File: config.mk
export PLATFORM = sky130hd
export DESIGN_NAME = moving_average_filter
export DESIGN_NICKNAME = d
export VERILOG_FILES = /design/src/mavg_pkg.sv /design/src/moving_average_filter.sv
export SDC_FILE = /design/constraint.sdc
export NUM_CORES = 1
export LEC_CHECK = 0
export BUFFER_PORTS_ARGS = -buffer_cell sky130_fd_sc_hd__buf_2
export CORE_AREA = 2 2 171 298
export CTS_BUF_LIST = sky130_fd_sc_hd__clkbuf_8
export CTS_CLUSTER_SIZE = 30
export DETAILED_ROUTE_END_ITERATION = 16
export DIE_AREA = 0 0 173 300
export PLACE_DENSITY = 0.74
export SLEW_MARGIN = 20
export SYNTH_ARGS = -nofsm -noshare
export SYNTH_HDL_FRONTEND = slang
export SYNTH_SLANG_ARGS = --single-unit
File: constraint.sdc
create_clock -name clk -period 4.56 [get_ports clk]
set_input_delay 0.912 -clock clk [delete_from_list [all_inputs] [get_ports clk]]
set_output_delay 0.912 -clock clk [all_outputs]
set_load 0.01 [all_outputs]
File: src/mavg_pkg.sv
// Shared widths and constants for the moving average filter.
`timescale 1ns / 1ps

package mavg_pkg;

  // Deepest window the sample ring holds
  localparam int MAX_WINDOW = 32;
  localparam int PTR_W      = $clog2(MAX_WINDOW);
  localparam int WIN_W      = $clog2(MAX_WINDOW) + 1;

  // Sample and accumulator widths
  localparam int SAMPLE_W   = 16;
  localparam int SUM_W      = SAMPLE_W + PTR_W;
  localparam int DIV_CNT_W  = $clog2(SUM_W);

  // Window length after reset
  localparam logic [WIN_W-1:0] WINDOW_RESET = WIN_W'(3);

  typedef logic signed [SAMPLE_W-1:0] sample_t;
  typedef logic signed [SUM_W-1:0]    sum_t;

endpackage

File: src/moving_average_filter.sv
// Boxcar moving average filter with a ring buffer memory and serial divider.
`timescale 1ns / 1ps

// Moving average over a stream of signed Q15 samples, one result item per
// input item. The last samples sit in a 32-entry single-port-write ring
// memory with a registered read; a running sum is updated by one
// read-modify-write per item, and the average is formed by a restoring
// divider that retires one quotient bit per cycle. An item during warm-up
// (raw sample passed through, warming_up set) skips the divider; an averaged
// item passes through it, which sets the rate; one item is in work at a time.
// The next item is accepted while a finished result still waits on the
// output. A write to the window length (clamped to 1..32) restarts the
// history, as does new_signal on an item; write it only while idle.
module moving_average_filter
  import mavg_pkg::*;
(
  input  logic                clk,
  input  logic                rst,
  // configuration: window length
  input  logic                cfg_we,
  input  logic [WIN_W-1:0]    cfg_data,
  // input stream
  input  logic                s_tvalid,
  output logic                s_tready,
  input  logic [SAMPLE_W-1:0] s_tdata,   // [15:0] sample
  input  logic                s_tuser,   // [0] new_signal
  // output stream
  output logic                m_tvalid,
  input  logic                m_tready,
  output logic [SAMPLE_W-1:0] m_tdata,   // [15:0] filtered
  output logic                m_tuser    // [0] warming_up
);

  localparam logic [1:0] S_IDLE = 2'd0;
  localparam logic [1:0] S_READ = 2'd1;
  localparam logic [1:0] S_DIV  = 2'd2;
  localparam logic [1:0] S_DONE = 2'd3;

  logic [1:0]           state;
  logic [WIN_W-1:0]     window_length;
  logic [WIN_W-1:0]     samples_seen;
  logic [PTR_W-1:0]     ring_pointer;
  sum_t                 running_sum;

  // per-item registers
  sample_t              cur_sample;
  logic                 use_oldest;
  logic                 warm;

  // ring memory
  sample_t              sample_ring [MAX_WINDOW];
  sample_t              ring_rd;

  // divider
  logic [SUM_W-1:0]     dvd;
  logic [WIN_W-1:0]     rem;
  logic [DIV_CNT_W-1:0] div_cnt;
  logic                 neg;
  sample_t              result;

  // output register
  sample_t              out_data;
  logic                 out_warm;
  logic                 out_valid;

  logic                 accept;
  logic [WIN_W-1:0]     seen_eff;
  logic [WIN_W-1:0]     count;
  logic [PTR_W-1:0]     old_addr;
  logic [WIN_W-1:0]     cfg_clamped;
  sum_t                 sum_upd;
  sample_t              oldest;
  logic [WIN_W:0]       trial;
  logic                 q_bit;
  logic [SAMPLE_W-1:0]  quot;
  logic                 out_free;

  assign accept   = s_tvalid && s_tready;
  assign s_tready = (state == S_IDLE);
  assign out_free = !out_valid || m_tready;

  // history seen by this item, after an optional restart
  assign seen_eff = s_tuser ? '0 : samples_seen;
  assign count    = seen_eff + WIN_W'(1);
  assign old_addr = ring_pointer - window_length[PTR_W-1:0];

  // clamp of a written window length
  always_comb begin
    if (cfg_data == '0) begin
      cfg_clamped = WIN_W'(1);
    end else if (cfg_data > WIN_W'(MAX_WINDOW)) begin
      cfg_clamped = WIN_W'(MAX_WINDOW);
    end else begin
      cfg_clamped = cfg_data;
    end
  end

  // running sum update once the oldest sample is back from the ring
  assign oldest  = use_oldest ? ring_rd : '0;
  assign sum_upd = running_sum - SUM_W'(oldest) + SUM_W'(cur_sample);

  // one restoring divide step
  assign trial = {rem, dvd[SUM_W-1]};
  assign q_bit = (trial >= {1'b0, window_length});
  assign quot  = dvd[SAMPLE_W-1:0];

  // ring memory: read first, write at the current pointer
  always_ff @(posedge clk) begin
    if (accept) begin
      ring_rd                   <= sample_ring[old_addr];
      sample_ring[ring_pointer] <= sample_t'(s_tdata);
    end
  end

  // control and history state
  always_ff @(posedge clk) begin
    if (rst) begin
      state         <= S_IDLE;
      window_length <= WINDOW_RESET;
      samples_seen  <= '0;
      ring_pointer  <= '0;
      running_sum   <= '0;
    end else begin
      if (cfg_we) begin
        window_length <= cfg_clamped;
        samples_seen  <= '0;
        running_sum   <= '0;
      end
      case (state)
        S_IDLE: begin
          if (accept) begin
            if (s_tuser) begin
              running_sum <= '0;
            end
            samples_seen <= (count > WIN_W'(MAX_WINDOW)) ? WIN_W'(MAX_WINDOW) : count;
            ring_pointer <= ring_pointer + PTR_W'(1);
            state        <= S_READ;
          end
        end
        S_READ: begin
          running_sum <= sum_upd;
          state       <= warm ? S_DONE : S_DIV;
        end
        S_DIV: begin
          if (div_cnt == '0) begin
            state <= S_DONE;
          end
        end
        S_DONE: begin
          if (out_free) begin
            state <= S_IDLE;
          end
        end
        default: state <= S_IDLE;
      endcase
    end
  end

  // item payload and divider datapath
  always_ff @(posedge clk) begin
    case (state)
      S_IDLE: begin
        if (accept) begin
          cur_sample <= sample_t'(s_tdata);
          use_oldest <= (seen_eff >= window_length);
          warm       <= (count < window_length);
        end
      end
      S_READ: begin
        neg     <= sum_upd[SUM_W-1];
        dvd     <= sum_upd[SUM_W-1] ? SUM_W'(-sum_upd) : SUM_W'(sum_upd);
        rem     <= '0;
        div_cnt <= DIV_CNT_W'(SUM_W - 1);
        result  <= cur_sample;
      end
      S_DIV: begin
        rem     <= q_bit ? WIN_W'(trial - {1'b0, window_length}) : trial[WIN_W-1:0];
        dvd     <= {dvd[SUM_W-2:0], q_bit};
        div_cnt <= div_cnt - DIV_CNT_W'(1);
      end
      S_DONE: begin
        if (!warm) begin
          result <= neg ? sample_t'(-quot) : sample_t'(quot);
        end
      end
      default: begin
      end
    endcase
  end

  // output register, loaded as the item completes
  always_ff @(posedge clk) begin
    if (rst) begin
      out_valid <= 1'b0;
    end else if (state == S_DONE && out_free) begin
      out_valid <= 1'b1;
    end else if (m_tready) begin
      out_valid <= 1'b0;
    end
  end

  always_ff @(posedge clk) begin
    if (state == S_DONE && out_free) begin
      out_warm <= warm;
      if (warm) begin
        out_data <= result;
      end else begin
        out_data <= neg ? sample_t'(-quot) : sample_t'(quot);
      end
    end
  end

  assign m_tvalid = out_valid;
  assign m_tdata  = out_data;
  assign m_tuser  = out_warm;

endmodule

==> flow_summary.yaml, run 1 <==
flow_run:
  drv_cap: 0
routing:
  drtAntennaViolNets: 0
  drtIter0Drc: 1308
  viasPerCell: 6.06
  vias: 15500
  wire_per_inst_um: 24.0
  drcViolationCount: 0
  dr.pass1.iters: 5
  wirelength_um: 61300
yosys:
  syn_area_per_cell_um2: 16.7
  synth_xor_area_frac: 0.0123
  yosys.area.top_type: "edfxtp_1"
  synth_cells: 1702
  synthDistinctLibCells: 70
  synth_top_area_frac: 0.646
  muxShareOfSynthArea: 0.139
  ys_ff_latch: 653
  ys.flop_type: "edfxtp_1"
  synthArstFlopShare: 0
  synth_top_family_by_area: "multiplexers"
  yosys_warnings: 0
  synth_compound_gate_area_share: 0.0512
  synthTopCellsByArea: "edfxtp_1, mux4_2, dfxtp_1, ha_1, nor2_1"
  synth_edf_count: 612
  yosys.area_share.simple: 0.0581
  synthAdderAreaFrac: 0.0397
  synth_area_um2: 28400
  synth_nets: 1807
  ys_seq_area_frac: 0.675
worst_setup_path:
  worst-path-buf-inv: 3
  startpoint_type: "flop"
  critPathCaptureType: "flop"
  max_stage_delay_ns: 0.58
  crit_slowest_cell: "or3_1"
  crit_family: "simple AND/OR/NAND/NOR gates"
  path_cells: "buf_4, and2_1, fa_1, inv_1, ha_1, a21oi_1, o21ai_0, nand2_1, a21boi_0, o211a_1, or3_1, buf_4, or3_1, a31oi_1"
  crit_type: "reg2reg"
  critPathArrivalTime_ns: 4.86
  path_max_fanout: 15
  r2r-start: "use_oldest"
  crit_required_ns: 5.07
  cp-startpoint: "use_oldest"
global_routing:
  grt_start_max_net_pins: 69
  grt_overflow: 0
  grtUsageTotal: 0.242
  grt_pass1_vias: 16300
  antenna_found_initial: 1
  grt_pass1_wl_um: 93600
place:
  port_buffers: 46
  gp_congestion: 0.977
  dp_slack_ns: 0.292
  place_hpwl_um: 41400
final_layout:
  final_common_cell: "edfxtp_1"
  drive_above_1_share: 0.240
  syn2layout_area_growth_pct: 10.8
  mostFrequentLayoutCells: "edfxtp_1, mux4_2, inv_1, nor2_1, clkbuf_8"
  layout.nets: 1934
timing:
  rsz0062_at_grt: "false"
  layout_min_cycle_time_ns: 4.34
  setup_viol: 0
  fmax_mhz: 230
  slew_headroom: 0.261
  hold_viol: 0
  fin_skew_ns: 0.0282
  setup_slack_ns: 0.216
  worstMarginPinSlew_ns: 1.11
  min_period_over_period: 0.953
  slew_viol_final: 0
  final.setup.tns_ns: 0
power:
  irDropWorstVdd_uv: 435
  powerDensity_nw_per_um2: 731
  p_leak_uw: 0.0108
clock_network:
  cts_made_buffers: 86
  clk_pin_slew_ns: 0.07
  clock-sinks: 653
  clk_path_buf_depth: 3
  ctsHoldBuffers: 0
  cts_setup_buffers: 0
  worstSkewPairLatency_ns: 0.68
  root_buffer: "clkbuf_8"
  h-tree-depth: 3
  tritoncts: "built"
die:
  fp.coreArea_um2: 49500
  dieWidth_um: 173
  start_util: 0.575
  die_y_um: 300
  ioPinCount: 47
  die_area_um2: 51900
  core.rowCount: 108
worst_hold_path:
  worstHoldStart: "cfg_data[0]"
  hold_class: "in2reg"
outcome:
  outcome: "finished clean"
## flip-flops by register name, summed over array words and instances (netlist names)
register / flops
sample_ring: 512
dvd: 21
running_sum: 21
cur_sample: 16
m_tdata: 16
result: 16
ring_rd: 16
rem: 6
samples_seen: 6
window_length: 6
div_cnt: 5
ring_pointer: 5
state: 2
m_tuser: 1
m_tvalid: 1
neg: 1
use_oldest: 1
warm: 1
## cell usage after synthesis (22+ instances only)
| cell type | number |
|---|---|
| a21oi_1 | 26 |
| clkbuf_1 | 54 |
| nor3_1 | 22 |
| mux2_2 | 23 |
| edfxtp_1 | 612 |
| dfxtp_1 | 41 |
| o21ai_0 | 60 |
| inv_1 | 108 |
| mux4_2 | 160 |
| nor2_1 | 127 |
| ha_1 | 55 |
| nand2_1 | 70 |
| fa_1 | 22 |
## stage by stage
step                      utilization  hold slack, ns  instances  instance area, um^2  power [uW]
after floorplan                     -           0.455       1702                28400       15700
after global placement          0.604           0.477       2401                29900       18600
after detailed placement        0.604           0.486       2401                29900       18900
after CTS                       0.637           0.427       2553                31500       23100
after global routing            0.637           0.475       2554                31500       24400
final                           0.637           0.485       2554                31500       23000
## what timing repair did
item                       4_1_cts  5_1_grt
setup endpoints to repair        0        2
hold endpoints to repair         0        0
resized for setup                0        2
## power by group
part | leakage [uW] | internal, uW | switching (uW)
clock network | 0.000907 | 2040 | 2100
logic | 0.00397 | 4710 | 6320
registers | 0.00588 | 7550 | 327
total | 0.0108 | 14300 | 8740
## worst register-to-register path, cell delays in order, from the launching register on
cell      delay (ns)
edfxtp_1        0.38
buf_4           0.20
and2_1          0.17
fa_1            0.49
inv_1           0.05
ha_1            0.30
a21oi_1         0.32
o21ai_0         0.25
nand2_1         0.16
a21boi_0        0.14
o211a_1         0.30
or3_1           0.58
buf_4           0.26
or3_1           0.38
a31oi_1         0.18
## routing by layer
| metal | vias to the layer above | track usage | part of all wire |
|---|---|---|---|
| met1 | 7892 | 0.256 | 0.34 |
| li1 | 6922 | - | - |
| met3 | 170 | 0.0367 | 0.044 |
| met2 | 506 | 0.460 | 0.57 |
| met4 | 0 | 0.127 | 0.049 |
| met5 | - | 0 | 0 |
## area by class of cell
cell class                 instances  area (um^2)
inverter                         110          413
clock buffer                      88         1210
fill                            3454        17900
sequential                       653        19200
clock inverter                    64          408
multi-input combinational        867         8680
antenna                            1         2.50
tap                              660          826
timing repair buffer             111          768
## worst paths after layout
| check | to | slack, ns | cells after the start |
|---|---|---|---|
| hold / removal | window_length[0] | 0.48 | 3 |
| hold reg to reg | window_length[5] | 0.49 | 2 |
| setup reg to reg | dvd[6] | 0.22 | 14 |
| setup / recovery | dvd[6] | 0.22 | 14 |
## logic make-up after synthesis
group                      after synthesis
muxes                                  192
buffers and inverters                  182
xor gates and xnor gates                40
DFF                                    653
AOI/OAI and AO/OA                      215
adders and majority gates               77
and+or+nand+nor                        343
Note: power is estimated with default switching activity, not from simulation.
==> run 2, diff against run 1 <==
--- a/config.mk
+++ b/config.mk
@@ -6,12 +6,12 @@
 export NUM_CORES = 1
 export LEC_CHECK = 0
 export BUFFER_PORTS_ARGS = -buffer_cell sky130_fd_sc_hd__buf_2
-export CORE_AREA = 2 2 171 298
+export CORE_AREA = 2 2 206 248
 export CTS_BUF_LIST = sky130_fd_sc_hd__clkbuf_8
 export CTS_CLUSTER_SIZE = 30
 export DETAILED_ROUTE_END_ITERATION = 16
-export DIE_AREA = 0 0 173 300
-export PLACE_DENSITY = 0.74
+export DIE_AREA = 0 0 208 250
+export PLACE_DENSITY = 0.77
 export SLEW_MARGIN = 20
 export SYNTH_ARGS = -nofsm -noshare
 export SYNTH_HDL_FRONTEND = slang
==> constraint.sdc (replaced) <==
create_clock -name clk -period 3.65 [get_ports clk]
set_input_delay 0.73 -clock clk [delete_from_list [all_inputs] [get_ports clk]]
set_output_delay 0.73 -clock clk [all_outputs]
set_load 0.01 [all_outputs]
==> run 2 against run 1 <==
  * The run now ends with setup timing left
  * Clock power up 32%
  * Power is 42% higher
  * Design area increased by 4.6%
  * Flip-flop and latch count unchanged
  * Worst hold slack got worse by 0.19 ns
  * Combinational power up 57%
  * Wire length is 2.3% higher
==> flow_summary.yaml, run 2 (synthesis results as in run 1) <==
global_routing:
  grt_pass1_vias: 16500
  grt_overflow: 0
  antenna_found_initial: 0
  grt_start_max_net_pins: 42
  grtUsageTotal: 0.244
  grt_pass1_wl_um: 96000
timing:
  hold_viol: 0
  layout_min_cycle_time_ns: 3.86
  setup_slack_ns: -0.211
  setup_viol: 14
  fin_skew_ns: 0.0281
  min_period_over_period: 1.06
  fmax_mhz: 259
  rsz0062_at_grt: "true"
  slew_headroom: 0.284
  worstMarginPinSlew_ns: 1.07
  final.setup.tns_ns: -1.61
  slew_viol_final: 0
final_layout:
  top_regs: "sample_ring (512), dvd (21), running_sum (21)"
  mostFrequentLayoutCells: "edfxtp_1, buf_4, mux4_2, inv_1, nor2_1"
  layout.nets: 2071
  fin_util: 0.662
  fillers: 3355
  multi_input_area_um2: 8870
  largest_reg_flops: 512
  regMostFlops: "sample_ring"
  final_common_cell: "edfxtp_1"
  seq_area_um2: 19200
  drive_above_1_share: 0.300
  n_antenna_cell: 0
  syn2layout_area_growth_pct: 15.9
outcome:
  outcome: "finished with violations"
  violations: "setup timing"
die:
  dieWidth_um: 208
  fp.coreArea_um2: 49800
  die_y_um: 250
  die_area_um2: 52000
  start_util: 0.572
  ioPinCount: 47
  core.rowCount: 90
routing:
  drtAntennaViolNets: 0
  wire_per_inst_um: 23.3
  viasPerCell: 5.97
  met2_length_um: 33600
  drcViolationCount: 0
  dr.pass1.iters: 5
  met3_length_um: 3390
  m1WireLength_um: 24000
  wirelength_um: 62700
  vias: 16100
  drtIter0Drc: 1269
  highest_layer: "met4"
clock_network:
  h-tree-depth: 3
  clock-sinks: 653
  clk_path_buf_depth: 3
  worstSkewPairLatency_ns: 0.69
  root_buffer: "clkbuf_8"
  cts_made_buffers: 96
  tritoncts: "built"
  clk_pin_slew_ns: 0.06
place:
  gp_congestion: 0.930
  place_hpwl_um: 42300
  port_buffers: 46
worst_setup_path:
  critPathArrivalTime_ns: 4.28
  path_max_fanout: 16
  crit_required_ns: 4.07
  startpoint_type: "flop"
  crit_type: "reg2reg"
  reg2reg_slack_ns: -0.21
  critPathCaptureType: "flop"
power:
  irDropWorstVdd_uv: 910
  powerDensity_nw_per_um2: 992
  p_leak_uw: 0.0116
worst_hold_path:
  hold_class: "in2reg"
flow_run:
  drv_cap: 0
-- run 2: changes by cell type in the layout (fill, tap and decap cells not counted), moves of 8 or more --
cell      change
buf_12        +9
buf_4       +116
clkbuf_8     +14
clkinv_1      +9
clkinv_2      +8
nor2_1       +19
nor2_2       -19
-- run 2: worst paths after layout --
path,from,endpoint,depth (start not counted)
max,use_oldest,dvd[17],15
min,cfg_data[0],window_length[0],3
max reg2reg,use_oldest,dvd[17],15
min reg2reg,running_sum[10],running_sum[10],2
-- run 2: per-stage QoR --
| stage | power [uW] | hold WS (ns) | instance area (um^2) | instances | setup slack [ns] |
|---|---|---|---|---|---|
| finish | 32700 | 0.295 | 33000 | 2694 | -0.211 |
| global route | 34600 | 0.278 | 33000 | 2694 | -0.355 |
| CTS | 32100 | 0.242 | 32700 | 2687 | -0.182 |
| detailed placement | 26200 | 0.486 | 30900 | 2503 | -0.342 |
| global placement | 25800 | 0.472 | 30900 | 2503 | -0.242 |
| floorplan | 19900 | 0.455 | 28500 | 1702 | -0.0787 |
-- run 2: final cells by class --
cell class                 instances  area share
clock buffer                     102      0.0426
clock inverter                    80      0.0125
inverter                         110      0.0128
multi-input combinational        867       0.269
sequential                       653       0.583
tap                              644      0.0244
timing repair buffer             238      0.0559
-- run 2: layer usage --
| layer | up-vias | track usage |
|---|---|---|
| li1 | 7205 | - |
| met1 | 8274 | 0.302 |
| met2 | 512 | 0.437 |
| met3 | 103 | 0.0371 |
| met4 | 0 | 0.0871 |
| met5 | - | 0 |
-- run 2: timing repair --
action / CTS / global route
pin swaps: 5 / 11
resized for setup: 12 / 30
hold buffers: 0 / 0
setup buffers: 2 / 7
endpoints found under the setup margin: 20 / 24
-- run 2: worst max-delay path, cell delays in order (launching register included) --
cell and delay, ns:
edfxtp_1 0.37, buf_6 0.16, and2_1 0.15, fa_1 0.51, inv_2 0.06, ha_4 0.22
a211o_1 0.33, a21o_1 0.24, buf_4 0.15, a211o_1 0.27, o211ai_1 0.13, o211ai_1 0.22
buf_4 0.20, nor4_4 0.23, nor2_1 0.07, a221o_1 0.29
-- run 2: power by group --
group	switching (uW)	internal, uW	leakage [uW]
combinational	8960	8380	0.00469
clock	2770	2700	0.00103
sequential	430	9440	0.00588
total	12200	20500	0.0116
==> run 3, diff against run 2 <==
--- a/config.mk
+++ b/config.mk
@@ -6,12 +6,12 @@
 export NUM_CORES = 1
 export LEC_CHECK = 0
 export BUFFER_PORTS_ARGS = -buffer_cell sky130_fd_sc_hd__buf_2
-export CORE_AREA = 2 2 206 248
+export CORE_AREA = 2 2 211 255
 export CTS_BUF_LIST = sky130_fd_sc_hd__clkbuf_8
 export CTS_CLUSTER_SIZE = 30
 export DETAILED_ROUTE_END_ITERATION = 16
-export DIE_AREA = 0 0 208 250
-export PLACE_DENSITY = 0.77
+export DIE_AREA = 0 0 213 257
+export PLACE_DENSITY = 0.76
 export SLEW_MARGIN = 20
 export SYNTH_ARGS = -nofsm -noshare
 export SYNTH_HDL_FRONTEND = slang
==> run 3 against run 2 <==
  * The flow still finishes with violations (setup timing)
  * Flip-flop and latch count is the same
  * Register-to-register slack better by 0.02 ns
  * Power is 2.0% lower
  * Critical path depth decreased by 1
==> flow_summary.yaml, run 3 (synthesis results as in run 1) <==
timing:
  worstMarginPinSlew_ns: 1.07
  min_period_over_period: 1.05
  rsz0062_at_grt: "true"
  setup_viol: 14
  fmax_mhz: 260
  setup_slack_ns: -0.195
  slew_viol_final: 0
  layout_min_cycle_time_ns: 3.84
  hold_viol: 0
  fin_skew_ns: 0.0364
  slew_headroom: 0.287
worst_setup_path:
  crit_path_frequent_cell: "o211a_1"
  critPathCaptureType: "flop"
  crit_slowest_cell: "fa_1"
  critPathArrivalTime_ns: 4.27
  max_stage_delay_ns: 0.49
  startpoint_type: "flop"
  crit_type: "reg2reg"
  path_cells: "buf_6, and2_4, fa_1, inv_2, ha_4, a21o_4, a311o_1, nand4_1, nand2_2, o211a_1, or3_4, buf_12, o211a_1, a221o_1"
  crit_required_ns: 4.07
  path_max_fanout: 26
worst_hold_path:
  hold_class: "in2reg"
place:
  place_inst: 2541
  place_hpwl_um: 40600
  port_buffers: 46
  gp_congestion: 0.922
clock_network:
  worstSkewPairLatency_ns: 0.70
  clk_pin_slew_ns: 0.06
  h-tree-depth: 3
  tritoncts: "built"
  cts_made_buffers: 97
  root_buffer: "clkbuf_8"
  clock-sinks: 653
  clk_path_buf_depth: 3
routing:
  wirelength_um: 59800
  drcViolationCount: 0
  wire_per_inst_um: 22.0
  drtAntennaViolNets: 0
  viasPerCell: 5.79
  drtIter0Drc: 1323
  vias: 15700
  dr.pass1.iters: 8
global_routing:
  grtUsageTotal: 0.225
  grt_start_max_net_pins: 42
  grt_overflow: 0
  antenna_found_initial: 0
  grt_pass1_wl_um: 93200
  grt_pass1_vias: 16700
final_layout:
  fillers: 3633
  syn2layout_area_growth_pct: 15.4
  regMostFlops: "sample_ring"
  mostFrequentLayoutCells: "edfxtp_1, mux4_2, buf_4, inv_1, nor2_1"
  drive_above_1_share: 0.290
  largest_reg_flops: 512
  fin_util: 0.629
  n_antenna_cell: 0
  top_regs: "sample_ring (512), dvd (21), running_sum (21)"
  instances_no_fill: 2718
  final_common_cell: "edfxtp_1"
  layout.nets: 2042
power:
  power_uw: 32000
  irDropWorstVdd_uv: 721
  powerDensity_nw_per_um2: 975
  p_leak_uw: 0.0115
die:
  die_y_um: 257
  dieWidth_um: 213
  die_area_um2: 54700
  fp.coreArea_um2: 52100
  start_util: 0.546
  ioPinCount: 47
  core.rowCount: 92
outcome:
  outcome: "finished with violations"
  violations: "setup timing"
flow_run:
  drv_cap: 0
run 3: cell type report:
class | instances | area [um^2] | share of cell area
clock inverter | 74 | 420 | 0.0128
multi-input combinational | 867 | 8930 | 0.272
inverter | 110 | 425 | 0.0130
clock buffer | 101 | 1390 | 0.0424
timing repair buffer | 208 | 1570 | 0.0480
tap | 705 | 882 | 0.0269
sequential | 653 | 19200 | 0.585
run 3: path summary, 6_finish.rpt:
kind	slack, ns	startpoint	to	depth (start not counted)
max	-0.19	use_oldest	dvd[17]	14
min	0.29	cfg_data[0]	window_length[0]	3
max reg2reg	-0.19	use_oldest	dvd[17]	14
min reg2reg	0.50	running_sum[3]	running_sum[3]	2
run 3: repair_timing:
action	in CTS	in global routing
hold endpoints to repair	0	0
setup buffers	0	2
pin swaps	1	3
resized for setup	18	34
setup endpoints to repair	20	21
hold buffers	0	0
run 3: layer usage:
| layer | vias up | wire [um] | GRT usage |
|---|---|---|---|
| li1 | 7144 | - | - |
| met2 | 504 | 31700 | 0.398 |
| met4 | 0 | 1550 | 0.0806 |
| met5 | - | 0 | 0 |
| met3 | 118 | 3080 | 0.0355 |
| met1 | 7966 | 23400 | 0.280 |
run 3: per-stage QoR:
stage | setup slack [ns] | hold WS, ns | cell area [um^2] | setup TNS [ns]
4_1_cts | -0.187 | 0.228 | 32600 | -1.69
2_1_floorplan | -0.0787 | 0.455 | 28500 | -0.0787
3_3_place_gp | -0.273 | 0.477 | 30700 | -3.24
5_1_grt | -0.340 | 0.292 | 32800 | -4.66
6_report | -0.195 | 0.285 | 32800 | -1.80
3_5_place_dp | -0.332 | 0.488 | 30700 | -4.12
run 3: worst max-delay path: cells and delay by family, from the launching register on:
kind / cells / cell delay (ns)
compound gates: 5 / 1.31
fa+ha+maj: 2 / 0.71
buf+inv: 3 / 0.40
flops: 1 / 0.45
simple gates: 4 / 0.75
run 3: power breakdown:
part | total (uW) | internal [uW] | leakage (uW) | switching [uW]
clock network | 5510 | 2800 | 0.00105 | 2720
registers | 9830 | 9440 | 0.00588 | 397
logic | 16700 | 8100 | 0.00453 | 8570
